## config.mk

```make
export PLATFORM = sky130hd
export DESIGN_NAME = ring_allreduce_slice_schedule
export DESIGN_NICKNAME = d
export VERILOG_FILES = /design/src/rtl/core/ras_pkg.sv /design/src/rtl/core/ring_allreduce_slice_schedule.sv /design/src/rtl/core/ras_div.sv /design/src/rtl/core/ras_ctrl.sv /design/src/rtl/core/ras_dp.sv
export SDC_FILE = /design/constraint.sdc
export NUM_CORES = 2
export LEC_CHECK = 0
export BUFFER_PORTS_ARGS = -buffer_cell sky130_fd_sc_hd__buf_2
export CELL_PAD_IN_SITES_DETAIL_PLACEMENT = 0
export CELL_PAD_IN_SITES_GLOBAL_PLACEMENT = 1
export CORE_UTILIZATION = 45
export DETAILED_ROUTE_END_ITERATION = 10
export GPL_TIMING_DRIVEN = 0
export PLACE_DENSITY = 0.8
export SETUP_SLACK_MARGIN = 0.4
export SYNTH_ARGS = -nofsm -noshare
export SYNTH_HDL_FRONTEND = slang
export SYNTH_HIERARCHICAL = 1
export SYNTH_SLANG_ARGS = --single-unit
```

## constraint.sdc

```tcl
create_clock -name clk -period 8.65 [get_ports clk]
set_input_delay 1.2975 -clock clk [delete_from_list [all_inputs] [get_ports clk]]
set_output_delay 1.2975 -clock clk [all_outputs]
set_load 0.01 [all_outputs]
```

## src/rtl/core/ras_pkg.sv

```systemverilog
// Shared types and constants for the ring all-reduce slice schedule.
// Used by ras_ctrl, ras_dp and ring_allreduce_slice_schedule.
package ras_pkg;

  localparam int GRID_W  = 31;
  localparam int ELEM_W  = 31;
  localparam int RC_W    = 20;
  localparam int BYTES_W = 22;
  localparam int GW      = 12;
  localparam int DIV_N   = 32;
  localparam int CFG_W   = 31;
  localparam int IDX_W   = 3;
  localparam int CHUNK_SHIFT = 19;

  localparam logic [RC_W-1:0]   CHUNK_ELEMS = 20'd524288;
  localparam logic [RC_W-1:0]   MIN_SLICE   = 20'd8192;
  localparam logic [GRID_W-1:0] GRID_MAX    = 31'h7FFF_FFFF;
  localparam logic [10:0]       THREAD_FLOOR = 11'd32;

  localparam logic [IDX_W-1:0] REG_RANK_COUNT    = 3'd0;
  localparam logic [IDX_W-1:0] REG_CHANNEL_COUNT = 3'd1;
  localparam logic [IDX_W-1:0] REG_CHANNEL_INDEX = 3'd2;
  localparam logic [IDX_W-1:0] REG_MY_RANK       = 3'd3;
  localparam logic [IDX_W-1:0] REG_DIRECTION     = 3'd4;
  localparam logic [IDX_W-1:0] REG_THREAD_COUNT  = 3'd5;
  localparam logic [IDX_W-1:0] REG_ELEMENT_COUNT = 3'd6;

  localparam logic [1:0] DIV_RANK    = 2'd0;
  localparam logic [1:0] DIV_SPAN    = 2'd1;
  localparam logic [1:0] DIV_GRANULE = 2'd2;

  typedef enum logic [3:0] {
    ST_IDLE, ST_DISPATCH, ST_RDIV, ST_ADVANCE, ST_CHECK, ST_QDIV,
    ST_GDIV, ST_CHUNK, ST_MUL, ST_CLAMP, ST_SLICE, ST_EMIT
  } state_t;

  typedef struct packed {
    logic       accept;
    logic       second;
    logic       div_start;
    logic [1:0] div_sel;
    logic       r_load;
    logic       advance;
    logic       exhaust;
    logic       exhaust_fin;
    logic       round_load;
    logic       chunk;
    logic       mul;
    logic       clamp;
    logic       slice;
    logic       emit;
  } cmd_t;

  typedef struct packed {
    logic finished;
    logic second_half;
    logic r_valid;
    logic div_done;
    logic step_zero;
    logic grid_done;
    logic out_free;
  } sts_t;

endpackage

```

## src/rtl/core/ring_allreduce_slice_schedule.sv

```systemverilog
// Top level of the ring all-reduce slice schedule: controller plus datapath.
// Depends on ras_pkg, ras_ctrl, ras_dp (which holds ras_div).
//
// Usage: each transfer on the req channel (req_valid high, req_stall low)
// asks for the next slice of one channel's schedule; restart=1 begins the
// schedule again. Each request yields one transfer on the rsp channel with
// slice_bytes, last_slice and exhausted. Registers are written through
// cfg_write/cfg_index/cfg_data while no request is in flight.
// A second-half slice or a reply on a finished schedule goes straight to the output
// stage. A first-half slice and the exhausted reply that ends a schedule first pass
// through the advance and check states, after a ring position division when the
// position must be recomputed after reset or a register write, and a first-half slice
// also needs the chunk span and thread granule divisions at the start of each grid
// iteration, all on the shared restoring divider.
// req_stall is high from acceptance until the result is loaded into the output
// register, so the next request is accepted only then. The output register lets
// the next request be accepted while a result waits; if rsp_stall stays high the
// block holds the next result until the register frees.
// Reset (rst, synchronous) restores register defaults and an empty schedule.
module ring_allreduce_slice_schedule #(
  parameter int MAX_RANKS    = 64,
  parameter int MAX_CHANNELS = 32
) (
  input  logic                        clk,
  input  logic                        rst,
  input  logic                        cfg_write,
  input  logic [ras_pkg::IDX_W-1:0]   cfg_index,
  input  logic [ras_pkg::CFG_W-1:0]   cfg_data,
  input  logic                        req_valid,
  output logic                        req_stall,
  input  logic                        restart,
  output logic                        rsp_valid,
  input  logic                        rsp_stall,
  output logic [ras_pkg::BYTES_W-1:0] slice_bytes,
  output logic                        last_slice,
  output logic                        exhausted
);
  import ras_pkg::*;

  cmd_t cmd;
  sts_t sts;

  ras_ctrl u_ctrl (
    .clk       (clk),
    .rst       (rst),
    .req_valid (req_valid),
    .req_stall (req_stall),
    .cmd       (cmd),
    .sts       (sts)
  );

  ras_dp #(
    .MAX_RANKS    (MAX_RANKS),
    .MAX_CHANNELS (MAX_CHANNELS)
  ) u_dp (
    .clk         (clk),
    .rst         (rst),
    .cfg_write   (cfg_write),
    .cfg_index   (cfg_index),
    .cfg_data    (cfg_data),
    .restart     (restart),
    .cmd         (cmd),
    .sts         (sts),
    .rsp_valid   (rsp_valid),
    .rsp_stall   (rsp_stall),
    .slice_bytes (slice_bytes),
    .last_slice  (last_slice),
    .exhausted   (exhausted)
  );
endmodule

```

## src/rtl/core/ras_div.sv

```systemverilog
// Restoring divider, one quotient bit per cycle.
// Standalone; no package dependency.
module ras_div #(
  parameter int N = 32,
  parameter int D = 18
) (
  input  logic         clk,
  input  logic         rst,
  input  logic         start,
  input  logic [N-1:0] dividend,
  input  logic [D-1:0] divisor,
  output logic         done,
  output logic [N-1:0] quot,
  output logic [D-1:0] rem
);
  localparam int CNW = $clog2(N + 1);

  logic           busy;
  logic [CNW-1:0] cnt;
  logic [D-1:0]   dvs;
  logic [D:0]     trial;

  assign trial = {rem, quot[N-1]};

  always_ff @(posedge clk) begin
    if (rst) begin
      busy <= 1'b0;
      done <= 1'b0;
    end else begin
      done <= 1'b0;
      if (start) begin
        busy <= 1'b1;
        cnt  <= CNW'(N);
        quot <= dividend;
        rem  <= '0;
        dvs  <= divisor;
      end else if (busy) begin
        if (trial >= {1'b0, dvs}) begin
          rem  <= D'(trial - {1'b0, dvs});
          quot <= {quot[N-2:0], 1'b1};
        end else begin
          rem  <= trial[D-1:0];
          quot <= {quot[N-2:0], 1'b0};
        end
        cnt <= cnt - CNW'(1);
        if (cnt == CNW'(1)) begin
          busy <= 1'b0;
          done <= 1'b1;
        end
      end
    end
  end
endmodule

```

## src/rtl/core/ras_ctrl.sv

```systemverilog
// Sequencing state machine for the slice schedule.
// Depends on ras_pkg; drives cmd_t to ras_dp and reads sts_t back.
module ras_ctrl (
  input  logic          clk,
  input  logic          rst,
  input  logic          req_valid,
  output logic          req_stall,
  output ras_pkg::cmd_t cmd,
  input  ras_pkg::sts_t sts
);
  import ras_pkg::*;

  state_t state, state_next;

  always_ff @(posedge clk) begin
    if (rst) begin
      state <= ST_IDLE;
    end else begin
      state <= state_next;
    end
  end

  assign req_stall = (state != ST_IDLE);

  always_comb begin
    state_next = state;
    cmd.accept = 1'b0;
    cmd.second = 1'b0;
    cmd.div_start = 1'b0;
    cmd.div_sel = DIV_RANK;
    cmd.r_load = 1'b0;
    cmd.advance = 1'b0;
    cmd.exhaust = 1'b0;
    cmd.exhaust_fin = 1'b0;
    cmd.round_load = 1'b0;
    cmd.chunk = 1'b0;
    cmd.mul = 1'b0;
    cmd.clamp = 1'b0;
    cmd.slice = 1'b0;
    cmd.emit = 1'b0;
    unique case (state)
      ST_IDLE: begin
        if (req_valid) begin
          cmd.accept = 1'b1;
          state_next = ST_DISPATCH;
        end
      end
      ST_DISPATCH: begin
        if (sts.finished) begin
          cmd.exhaust = 1'b1;
          state_next = ST_EMIT;
        end else if (sts.second_half) begin
          cmd.second = 1'b1;
          state_next = ST_EMIT;
        end else if (!sts.r_valid) begin
          cmd.div_start = 1'b1;
          cmd.div_sel = DIV_RANK;
          state_next = ST_RDIV;
        end else begin
          state_next = ST_ADVANCE;
        end
      end
      ST_RDIV: begin
        if (sts.div_done) begin
          cmd.r_load = 1'b1;
          state_next = ST_ADVANCE;
        end
      end
      ST_ADVANCE: begin
        cmd.advance = 1'b1;
        state_next = ST_CHECK;
      end
      ST_CHECK: begin
        if (!sts.step_zero) begin
          state_next = ST_CHUNK;
        end else if (sts.grid_done) begin
          cmd.exhaust_fin = 1'b1;
          state_next = ST_EMIT;
        end else begin
          cmd.div_start = 1'b1;
          cmd.div_sel = DIV_SPAN;
          state_next = ST_QDIV;
        end
      end
      ST_QDIV: begin
        if (sts.div_done) begin
          cmd.div_start = 1'b1;
          cmd.div_sel = DIV_GRANULE;
          state_next = ST_GDIV;
        end
      end
      ST_GDIV: begin
        if (sts.div_done) begin
          cmd.round_load = 1'b1;
          state_next = ST_CHUNK;
        end
      end
      ST_CHUNK: begin
        cmd.chunk = 1'b1;
        state_next = ST_MUL;
      end
      ST_MUL: begin
        cmd.mul = 1'b1;
        state_next = ST_CLAMP;
      end
      ST_CLAMP: begin
        cmd.clamp = 1'b1;
        state_next = ST_SLICE;
      end
      ST_SLICE: begin
        cmd.slice = 1'b1;
        state_next = ST_EMIT;
      end
      ST_EMIT: begin
        if (sts.out_free) begin
          cmd.emit = 1'b1;
          state_next = ST_IDLE;
        end
      end
      default: state_next = ST_IDLE;
    endcase
  end
endmodule

```

## src/rtl/core/ras_dp.sv

```systemverilog
// Datapath: configuration registers, schedule state, chunk arithmetic, output register.
// Depends on ras_pkg and ras_div; commanded by ras_ctrl.
module ras_dp #(
  parameter int MAX_RANKS    = 64,
  parameter int MAX_CHANNELS = 32
) (
  input  logic                        clk,
  input  logic                        rst,
  input  logic                        cfg_write,
  input  logic [ras_pkg::IDX_W-1:0]   cfg_index,
  input  logic [ras_pkg::CFG_W-1:0]   cfg_data,
  input  logic                        restart,
  input  ras_pkg::cmd_t               cmd,
  output ras_pkg::sts_t               sts,
  output logic                        rsp_valid,
  input  logic                        rsp_stall,
  output logic [ras_pkg::BYTES_W-1:0] slice_bytes,
  output logic                        last_slice,
  output logic                        exhausted
);
  import ras_pkg::*;

  localparam int KW   = $clog2(MAX_RANKS + 1);
  localparam int CW   = $clog2(MAX_CHANNELS + 1);
  localparam int RW   = (KW > 7) ? KW : 7;
  localparam int CCW  = (CW > 6) ? CW : 6;
  localparam int QW   = CW + KW;
  localparam int D    = (QW > GW) ? QW : GW;
  localparam int LW   = QW + CHUNK_SHIFT;
  localparam int SUMW = ((LW > GRID_W) ? LW : GRID_W) + 1;
  localparam int SW   = KW + 1;
  localparam int TW   = KW + 2;
  localparam int IW   = 5 + KW + 1;
  localparam int PW   = IW + RC_W;
  localparam int OW   = PW + 2;

  logic [6:0]        rank_count;
  logic [5:0]        channel_count;
  logic [4:0]        channel_index;
  logic [5:0]        my_rank;
  logic              direction;
  logic [10:0]       thread_count;
  logic [ELEM_W-1:0] element_count;

  logic [GRID_W-1:0]  grid_offset;
  logic [RC_W-1:0]    rounded_chunk;
  logic [SW-1:0]      step_index;
  logic               second_half;
  logic [BYTES_W-1:0] pending_second;
  logic               finished;
  logic [KW-1:0]      ring_pos;
  logic               r_valid;
  logic [IW-1:0]      idx;
  logic [PW-1:0]      prod;
  logic [RC_W-1:0]    nval;
  logic [BYTES_W-1:0] res_bytes;
  logic               res_last;
  logic               res_exh;

  logic [KW-1:0]      k;
  logic [CW-1:0]      ch;
  logic [QW-1:0]      q;
  logic [GW-1:0]      g;
  logic [SW-1:0]      nsteps;
  logic [SW-1:0]      step_inc;
  logic [SUMW-1:0]    grid_sum;
  logic [GRID_W-1:0]  grid_sat;
  logic [DIV_N-1:0]   div_dividend;
  logic [D-1:0]       div_divisor;
  logic               div_done;
  logic [DIV_N-1:0]   quot;
  logic [D-1:0]       rem;
  logic [RC_W-1:0]    cmin;
  logic [RC_W+GW:0]   rmul;
  logic [TW-1:0]      t_raw;
  logic [TW-1:0]      t_mod;
  logic signed [OW-1:0] n_s;
  logic [RC_W:0]      n_up;
  logic [RC_W-1:0]    sl;
  logic [RC_W-1:0]    slm;
  logic [RC_W-1:0]    first;
  logic [RC_W-1:0]    second;

  always_comb begin
    if (RW'(rank_count) < RW'(2)) begin
      k = KW'(2);
    end else if (RW'(rank_count) > RW'(MAX_RANKS)) begin
      k = KW'(MAX_RANKS);
    end else begin
      k = KW'(rank_count);
    end
    if (channel_count == 6'd0) begin
      ch = CW'(1);
    end else if (CCW'(channel_count) > CCW'(MAX_CHANNELS)) begin
      ch = CW'(MAX_CHANNELS);
    end else begin
      ch = CW'(channel_count);
    end
  end

  assign q        = QW'(ch) * QW'(k);
  assign g        = (thread_count > THREAD_FLOOR) ?
                    GW'({1'b0, thread_count - THREAD_FLOOR} << 1) : GW'(1);
  assign nsteps   = (SW'(k) << 1) - SW'(2);
  assign step_inc = step_index + SW'(1);
  assign grid_sum = SUMW'(grid_offset) + SUMW'(LW'(q) << CHUNK_SHIFT);
  assign grid_sat = (grid_sum > SUMW'(GRID_MAX)) ? GRID_MAX : grid_sum[GRID_W-1:0];

  assign cmin = (quot > DIV_N'(CHUNK_ELEMS)) ? CHUNK_ELEMS : quot[RC_W-1:0];

  always_comb begin
    case (cmd.div_sel)
      DIV_SPAN: begin
        div_dividend = DIV_N'(element_count - grid_offset) + DIV_N'(q) - DIV_N'(1);
        div_divisor  = D'(q);
      end
      DIV_GRANULE: begin
        div_dividend = DIV_N'(cmin) + DIV_N'(g) - DIV_N'(1);
        div_divisor  = D'(g);
      end
      default: begin
        div_dividend = DIV_N'({1'b0, my_rank} + 7'(direction));
        div_divisor  = D'(k);
      end
    endcase
  end

  ras_div #(.N(DIV_N), .D(D)) u_div (
    .clk      (clk),
    .rst      (rst),
    .start    (cmd.div_start),
    .dividend (div_dividend),
    .divisor  (div_divisor),
    .done     (div_done),
    .quot     (quot),
    .rem      (rem)
  );

  assign rmul = quot[RC_W:0] * g;

  always_comb begin
    if (step_index < SW'(k)) begin
      t_raw = TW'(ring_pos) + TW'(k) - TW'(1) - TW'(step_index);
    end else begin
      t_raw = TW'(ring_pos) + (TW'(k) << 1) - TW'(1) - TW'(step_index);
    end
    t_mod = (t_raw >= TW'(k)) ? t_raw - TW'(k) : t_raw;
  end

  assign n_s = $signed(OW'(element_count)) - $signed(OW'(grid_offset) + OW'(prod));

  assign n_up   = {1'b0, nval} + (RC_W + 1)'(31);
  assign sl     = {n_up[RC_W:5], 4'b0000};
  assign slm    = (sl < MIN_SLICE) ? MIN_SLICE : sl;
  assign first  = (nval < slm) ? nval : slm;
  assign second = (nval > slm) ? nval - slm : '0;

  always_ff @(posedge clk) begin
    if (rst) begin
      rank_count     <= 7'd2;
      channel_count  <= 6'd1;
      channel_index  <= 5'd0;
      my_rank        <= 6'd0;
      direction      <= 1'b0;
      thread_count   <= 11'd512;
      element_count  <= '0;
      grid_offset    <= '0;
      rounded_chunk  <= '0;
      step_index     <= '0;
      second_half    <= 1'b0;
      pending_second <= '0;
      finished       <= 1'b0;
      r_valid        <= 1'b0;
      rsp_valid      <= 1'b0;
    end else begin
      if (cfg_write) begin
        r_valid <= 1'b0;
        unique case (cfg_index)
          REG_RANK_COUNT:    rank_count    <= cfg_data[6:0];
          REG_CHANNEL_COUNT: channel_count <= cfg_data[5:0];
          REG_CHANNEL_INDEX: channel_index <= cfg_data[4:0];
          REG_MY_RANK:       my_rank       <= cfg_data[5:0];
          REG_DIRECTION:     direction     <= cfg_data[0];
          REG_THREAD_COUNT:  thread_count  <= cfg_data[10:0];
          REG_ELEMENT_COUNT: element_count <= cfg_data[ELEM_W-1:0];
          default: ;
        endcase
      end
      if (cmd.accept && restart) begin
        grid_offset    <= '0;
        step_index     <= '0;
        second_half    <= 1'b0;
        pending_second <= '0;
        finished       <= 1'b0;
      end
      if (cmd.second) begin
        second_half <= 1'b0;
        res_bytes   <= pending_second;
        res_exh     <= 1'b0;
        if (step_inc >= nsteps) begin
          step_index  <= '0;
          grid_offset <= grid_sat;
          res_last    <= (grid_sat >= element_count);
          if (grid_sat >= element_count) begin
            finished <= 1'b1;
          end
        end else begin
          step_index <= step_inc;
          res_last   <= 1'b0;
        end
      end
      if (cmd.r_load) begin
        ring_pos <= rem[KW-1:0];
        r_valid  <= 1'b1;
      end
      if (cmd.advance && step_index >= nsteps) begin
        step_index  <= '0;
        grid_offset <= grid_sat;
      end
      if (cmd.exhaust || cmd.exhaust_fin) begin
        res_bytes <= '0;
        res_last  <= 1'b0;
        res_exh   <= 1'b1;
      end
      if (cmd.exhaust_fin) begin
        finished <= 1'b1;
      end
      if (cmd.round_load) begin
        rounded_chunk <= rmul[RC_W-1:0];
      end
      if (cmd.chunk) begin
        idx <= IW'(channel_index) * IW'(k) + IW'(t_mod);
      end
      if (cmd.mul) begin
        prod <= PW'(idx) * PW'(rounded_chunk);
      end
      if (cmd.clamp) begin
        if (n_s <= 0) begin
          nval <= '0;
        end else if (n_s > $signed(OW'(rounded_chunk))) begin
          nval <= rounded_chunk;
        end else begin
          nval <= n_s[RC_W-1:0];
        end
      end
      if (cmd.slice) begin
        res_bytes      <= {first, 2'b00};
        res_last       <= 1'b0;
        res_exh        <= 1'b0;
        pending_second <= {second, 2'b00};
        second_half    <= 1'b1;
      end
      if (cmd.emit) begin
        rsp_valid   <= 1'b1;
        slice_bytes <= res_bytes;
        last_slice  <= res_last;
        exhausted   <= res_exh;
      end else if (rsp_valid && !rsp_stall) begin
        rsp_valid <= 1'b0;
      end
    end
  end

  assign sts.finished    = finished;
  assign sts.second_half = second_half;
  assign sts.r_valid     = r_valid;
  assign sts.div_done    = div_done;
  assign sts.step_zero   = (step_index == '0);
  assign sts.grid_done   = (grid_offset >= element_count);
  assign sts.out_free    = !rsp_valid || !rsp_stall;
endmodule
```

Yosys cells after proc, flatten, opt, wreduce, memory -nomap -nowiden
Index checks and enable logic that the tools add are counted.
- flip-flop bits (word level): 341
- input bits: 40
- output and inout port bits: 26
- add/sub/neg operators: 24
- $mul: 4
- order comparisons: 18
- eq/ne operators: 25
- mux-type cells: 90
- bitwise gates (word level): 2
- reductions and logical operators: 38
- operators by type and width (cell ; number):
    $mux W31 ; 5
    $mux W22 ; 5
    $mux W20 ; 5
    $mux W32 ; 2
    $pmux W32 S2 ; 1
    $sub A32 B1 Y32 const B ; 2
    $ge A31 B31 Y1 ; 2
    $pmux W4 S12 ; 1
    $mux W1 ; 41
    $mux W4 ; 10
    $gt A35 B21 Y1 ; 1
    $le A35 B1 Y1 const B ; 1
    $sub A32 B35 Y35 ; 1
    $add A31 B33 Y34 ; 1
    $add A31 B32 Y33 ; 1
    $gt A33 B31 Y1 const B ; 1
    $mul A13 B20 Y33 ; 1
    $add A32 B13 Y32 ; 1
    $gt A32 B20 Y1 const B ; 1
    $sub A31 B31 Y32 ; 1
    $reduce_and A2 Y1 ; 15
    $mux W13 ; 2
    $pmux W13 S2 ; 1
    $mux W8 ; 3
    other kinds (61) ; 96

Longest topological paths before layout
- word-level depth: 12
- depth in mapped cells: 41
- gate-level depth less buffers: 39

Modules after synthesis
Netlist, hierarchy kept.
- modules (own cells, without submodules) (module ; instances ; cells an instance ; area each (µm²) ; seq. area each (µm²)):
    ras_dp ; 1 ; 4193 ; 36672.7 ; 6516.2
    ras_div ; 1 ; 263 ; 3407.0 ; 1961.9
    ras_ctrl ; 1 ; 72 ; 486.7 ; 80.1

Worst setup path before layout
No wires, ideal clock.
- path kind: register to register
- start: register u_dp.rank_count[4]
- end: register u_dp.idx[12] (data pin)
- setup time: 257 ps
- data arrival time: 8443 ps
- setup slack: -50 ps
- cell stages (with the launch flop): 40
- buffers on the path: 2
- cell sequence: dfxtp_1 nor4_1 nor2_1 nor2_1 clkbuf_1 inv_1 ha_1 a21boi_0 o21ai_0 nand2b_1 a21oi_1 o21ai_1 clkbuf_1 mux2i_1 inv_1 ha_1 nor2b_1 o21ai_0 (+4 left out) a21oi_1 nand2_1 nor3_1 mux2_2 fa_1 ha_1 fa_1 fa_1 a21oi_1 nor2_1 nor2_1 o21bai_1 a21oi_1 o21bai_1 a21oi_1 nor2b_1 o21ai_0 nand2b_1
- longest elaborated chain between the ends: 10
- elaborated cells on any way between the ends: 17
- ends and longest elaborated chain (item ; RTL line ; text):
    start: declaration ; ras_dp.sv:37 ; logic [6:0] rank_count;
    start signal: assignment ; ras_dp.sv:179 ; REG_RANK_COUNT: rank_count <= cfg_data[6:0];
    $gt A7 B7 Y1 ; ras_dp.sv:87 ; end else if (RW'(rank_count) > RW'(MAX_RANKS)) begin
    $mux W7 ; ras_dp.sv:87 ;
    $mux W7 * ; ras_dp.sv:85 ; if (RW'(rank_count) < RW'(2)) begin
    $add A7 B8 Y9 / $add A7 B7 Y8 (equally long branches) ; ras_dp.sv:145, ras_dp.sv:143 ;
    $sub A9 B1 Y9 (on tied branches) ; ras_dp.sv:145, ras_dp.sv:143 ;
    $sub A9 B8 Y9 (on tied branches) ; ras_dp.sv:145, ras_dp.sv:143 ;
    $mux W9 ; ras_dp.sv:142 ; if (step_index < SW'(k)) begin
    $sub A9 B7 Y9 / $ge A9 B7 Y1 (equally long branches) ; ras_dp.sv:147 ; t_mod = (t_raw >= TW'(k)) ? t_raw - TW'(k) : t_raw;
    $mux W9 ; ras_dp.sv:147 ;
    $add A12 B9 Y13 * ; ras_dp.sv:232 ; idx <= IW'(channel_index) * IW'(k) + IW'(t_mod);
    end signal: assignment ; ras_dp.sv:232 ;
    end: declaration ; ras_dp.sv:53 ; logic [IW-1:0] idx;
Mark *: on every way between the ends. The rest lies on a longest branch, timed or not.
A chain may end at the register's enable or synchronous reset.

Worst setup path after layout
- start: register u_dp.rank_count[3]
- end: register u_dp.res_last (data pin)
- longest elaborated chain between the ends: 10
- elaborated cells on any way between the ends: 13
- ends and longest elaborated chain (item ; RTL line ; text):
    $gt A7 B7 Y1 ; ras_dp.sv:87 ;
    $mux W7 ; ras_dp.sv:87 ;
    $mux W7 * ; ras_dp.sv:85 ;
    $mul A6 B7 Y13 ; ras_dp.sv:101 ; assign q = QW'(ch) * QW'(k);
    $add A31 B32 Y33 ; ras_dp.sv:106 ; assign grid_sum = SUMW'(grid_offset) + SUMW'(LW'(q) << CHUNK_SHIFT);
    $gt A33 B31 Y1 ; ras_dp.sv:107 ; assign grid_sat = (grid_sum > SUMW'(GRID_MAX)) ? GRID_MAX : grid_sum[GRID_W-1:0];
    $mux W31 ; ras_dp.sv:107 ;
    $ge A31 B31 Y1 ; ras_dp.sv:203 ; res_last <= (grid_sat >= element_count);
    $mux W1 * ; ras_dp.sv:200 ; if (step_inc >= nsteps) begin
    $mux W1 * ; ras_dp.sv:196 ; if (cmd.second) begin
    end signal: assignment ; ras_dp.sv:203 ;
    end: declaration ; ras_dp.sv:57 ; logic res_last;
Mark *: on every way between the ends. The rest lies on a longest branch, timed or not. The select of a mux whose other input is x is not followed.

==> impl.org <==
** Final layout
- The post-route netlist has 9.40% of its cells at a drive strength greater than 1.
- Summing all non-filler instances in the final layout gives an area of 45,200 sq um.
- At the end of the flow the core is filled with cells to 50.9%.
- In the final design database the tool counted 5,620 nets.
- Compared with the post-synthesis result, the final layout area differs by 11.5%.
- The sequential cells in the finished layout cover a total of 8570 sq um.
- In the final layout, the multi-input gates occupy 29,500 sq um.
- Number of filler cells placed in the layout :: 8,306

** Detailed routing
- Total vias in the final route :: 32,700
- Drt first pass iters :: 7
- For this block, the routed nets add up to 123,000 um of wire.
- Met3 WL post-DR :: 7740 um
- Starting DRC count in detailed routing :: 2,241
- Routed signal wires occupy layers up through met4.
- In the final routed layout, each cell accounts on average for 20.8 um.
- After detailed routing, the wire length on met1 is 52,000 um.
- Number of antenna-violating nets in the routed design :: 0
- Summed over all nets, wire length on met2 after detailed routing comes to 58,400 um.
- Via count normalized by instance count :: 5.53
- After detailed routing, the number of remaining DRC violations is 0.

** Timing
- At the pin with the least slew margin, the transition time is 1.42 ns.
- The count of endpoints failing hold in the final timing report was 0.
- Setup WS post-layout :: 0.498 ns
- The worst path uses 94.2% of the clock period.
- The final count of pins violating max slew was 0.
- Highest achievable clock rate :: 123 MHz
- Final hold analysis gives a worst-case slack of 0.418 ns.
- Unrepaired setup endpoints after global routing :: true
- For the finished layout, the period the worst path requires is 8.15 ns.
- Setup violators final :: 0
- Across the routed clock network, the largest skew measured is 0.0419 ns.
- Max-slew headroom :: 4.09%

** Yosys
- Library cells used by synthesis :: 102
- Post-synthesis sequential area ratio :: 21.1%
- The average instance in the mapped netlist occupies 8.96 sq um.
- Post-Syn Instances :: 4,528
- Most instantiated flip-flop cell in the synthesis netlist :: edfxtp_1
- Number of enable flip-flop cells after synthesis :: 181
- After synthesis, the largest area contributor takes up 21.1% of total cell area.
- Number of warning messages in the yosys log :: 6
- The synthesized design spends more area on one cell type than any other, namely fa_1.
- In this run, synthesis produced a sequential element count of 337.
- Post-synthesis cell area :: 40,600 sq um
- Async SR Flop Fraction :: 0%
- Cell types occupying the most area after synthesis :: fa_1, ha_1, edfxtp_1, dfxtp_1, inv_1

** Setup path
- STA classifies the critical path startpoint as a register.
- Largest stage delay on the critical path :: 0.46 ns
- The critical path in this run is classified as reg -> reg.
- The cell that appears most often on the critical path is o21a_1.
- Critical Path End Type :: register
- The slowest stage of the critical path is the fa_1 cell.
- Data required time of the critical path :: 9.00 ns
- Worst EP arrival :: 8.50 ns
- The most critical setup path has its startpoint at u_dp/rank_count[3]$_SDFFE_PP0P_.
- The worst register-to-register path begins at u_dp/rank_count[3]$_SDFFE_PP0P_.
- In this run the worst path has a maximum fanout of 5.

** Placement
- Port buffering added 63 buffers.
- Placed cell area :: 42,400 sq um
- The congestion estimate from routability-driven global placement came to 0.940.
- DP Worst Slack :: -1.76 ns
- After legalization and detailed placement, the total HPWL measured 98,800 um.

** Die
- Once the floorplan was initialized, standard cells occupied 45.7% of the core.
- Core ar. :: 88,800 sq um
- The die covers 91,400 sq um.
- Cell Rows :: 109
- From bottom edge to top edge, the die measures 302 um.
- 66 I/O pins were placed.
- Die width :: 302 um

** Clocking
- Num CTS Buffers :: 43
- Max clock buf depth :: 3
- Hold_buf cts :: 0
- Worst skew pair latency :: 0.62 ns
- Clock tree synthesis selected as its root buffer the cell clkbuf_16.
- In this run the number of H-tree levels came out at 2.
- Clock tree synthesis found a total of 337 sinks.
- Worst-path clk slew :: 0.07 ns
- TritonCTS built the clock tree.

** Power
- Static Leakage :: 20.7 nW
- The worst-case IR drop observed on VDD is 0.000352 V.
- Total Power :: 0.00805 W
- In this run the power density over the cells is 178 nW/um^2.

** Global routing
- Global-route congestion overflow total :: 0
- Initial antenna violation count :: 3
- Overall track demand over capacity in global routing :: 27.0%
- Entering global routing, the biggest net connects 34 pins.
- The first global-routing pass estimated 188,000 um of wire.
- Via count of the first global-routing pass :: 32,500

** Status
- Run status :: finished clean

** Job
- The tool flagged a number of max-cap violations equal to 0.

** Min path
- Hold path startpoint :: u_dp/res_bytes[2]$_DFFE_PP_
- The min-delay analysis places its worst path in the category reg -> reg.
==> cell families (layout without fill, tap and decap cells) <==
logic type	Yosys count	after routing	synth area share, %
DFF	337	337	21.1
and+or+nand+nor	1396	1396	16.2
muxes	99	99	2.57
other	1	4	0.00924
xor gates and xnor gates	207	207	4.47
adders and majority gates	880	880	35.0
AOI/OAI and AO/OA	788	788	12.8
buffers and inverters	820	1026	7.80
==> metrics by stage <==
step | std cells | setup TNS (ns)
3_3_place_gp | 5757 | -46.28
6_report | 5902 | 0
3_5_place_dp | 5762 | -9.07
4_1_cts | 5873 | 0
5_1_grt | 5901 | 0
2_1_floorplan | 4529 | 0
==> worst max-delay path: cells and delay by family (launching register included) <==
family | cells | cell delay, ns
adders and majority gates | 7 | 1.99
and+or+nand+nor | 9 | 1.38
DFF | 1 | 0.36
buffers and inverters | 8 | 1.02
AOI/OAI and AO/OA | 17 | 2.96
xor gates and xnor gates | 1 | 0.16
==> final timing paths <==
check	endpoint	slack, ns	cells past startpoint
setup / recovery	u_dp/res_last$_SDFFCE_PP0P_	0.50	42
hold / removal	u_dp/slice_bytes[2]$_DFFE_PP_	0.42	0
setup reg to reg	u_dp/res_last$_SDFFCE_PP0P_	0.50	42
hold reg to reg	u_dp/slice_bytes[2]$_DFFE_PP_	0.42	0
==> synth_stat cells (42+ instances only) <==
| cell | number |
|---|---|
| inv_1 | 638 |
| nand2_1 | 625 |
| ha_1 | 453 |
| fa_1 | 427 |
| a21oi_1 | 254 |
| nor2_1 | 242 |
| edfxtp_1 | 181 |
| clkbuf_1 | 157 |
| dfxtp_1 | 156 |
| and2_1 | 152 |
| xnor2_1 | 133 |
| o21ai_0 | 112 |
| a21o_1 | 96 |
| xor2_1 | 74 |
| nor3_1 | 62 |
| mux2i_1 | 57 |
| nand3_1 | 46 |
| and3_1 | 42 |
| mux2_2 | 42 |
| nor2b_1 | 42 |
==> timing repair <==
action / 4_1_cts / 5_1_grt
setup buffers: 31 / 26
endpoints found under the hold margin: 0 / 0
setup endpoints to repair: 40 / 19
gates cloned: 0 / 1
resized for setup: 91 / 95
pin swaps: 26 / 52
==> where the power goes <==
group / leakage [nW] / switching, W / internal (W) / total, W
Clock: 0.733 / 0.000825 / 0.00112 / 0.00194
Sequential: 2.96 / 0.000106 / 0.00184 / 0.00195
Combinational: 17.0 / 0.00259 / 0.00157 / 0.00415
==> cell type report <==
cell class,instances,area share [%]
Antenna cell,2,0.0111
Multi-Input combinational cell,3372,65.3
Clock buffer,52,2.61
Timing Repair Buffer,126,1.95
Sequential cell,337,19.0
Tap cell,1165,3.22
Inverter,639,5.35
Buffer,181,1.92
Clock inverter,28,0.711
==> layout by cell type, fill, tap and decap left out, types with 40 or more instances in the layout <==
master,count
edfxtp_1,181
nor2_1,235
ha_1,438
nand2b_1,40
nand2_1,619
and2_1,151
a21oi_1,238
and3_1,42
clkbuf_16,46
fa_1,424
nor3_1,61
a21o_1,95
nand3_1,46
mux2i_1,55
mux2_2,40
o21ai_0,107
clkbuf_1,140
xor2_1,71
xnor2_1,128
dfxtp_1,151
inv_1,629
buf_2,66
buf_4,62
==> per-layer routing <==
| metal | track usage (%) | vias to the layer above |
|---|---|---|
| met4 | 9.39 | 0 |
| met2 | 45.5 | 913 |
| met3 | 4.91 | 205 |
| met5 | 0 | - |
| met1 | 34.6 | 16100 |
| li1 | - | 15400 |
==> sequential cells by signal, summed over array words and instances, names as in the netlist, 20 cells and up <==
name	count
u_dp/element_count	31
u_dp/grid_offset	31
u_dp/nval	20
u_dp/pending_second	20
u_dp/prod	33
u_dp/res_bytes	20
u_dp/rounded_chunk	20
u_dp/slice_bytes	20
u_dp/u_div/quot	32
No activity file was read; power rests on OpenSTA's default activity.
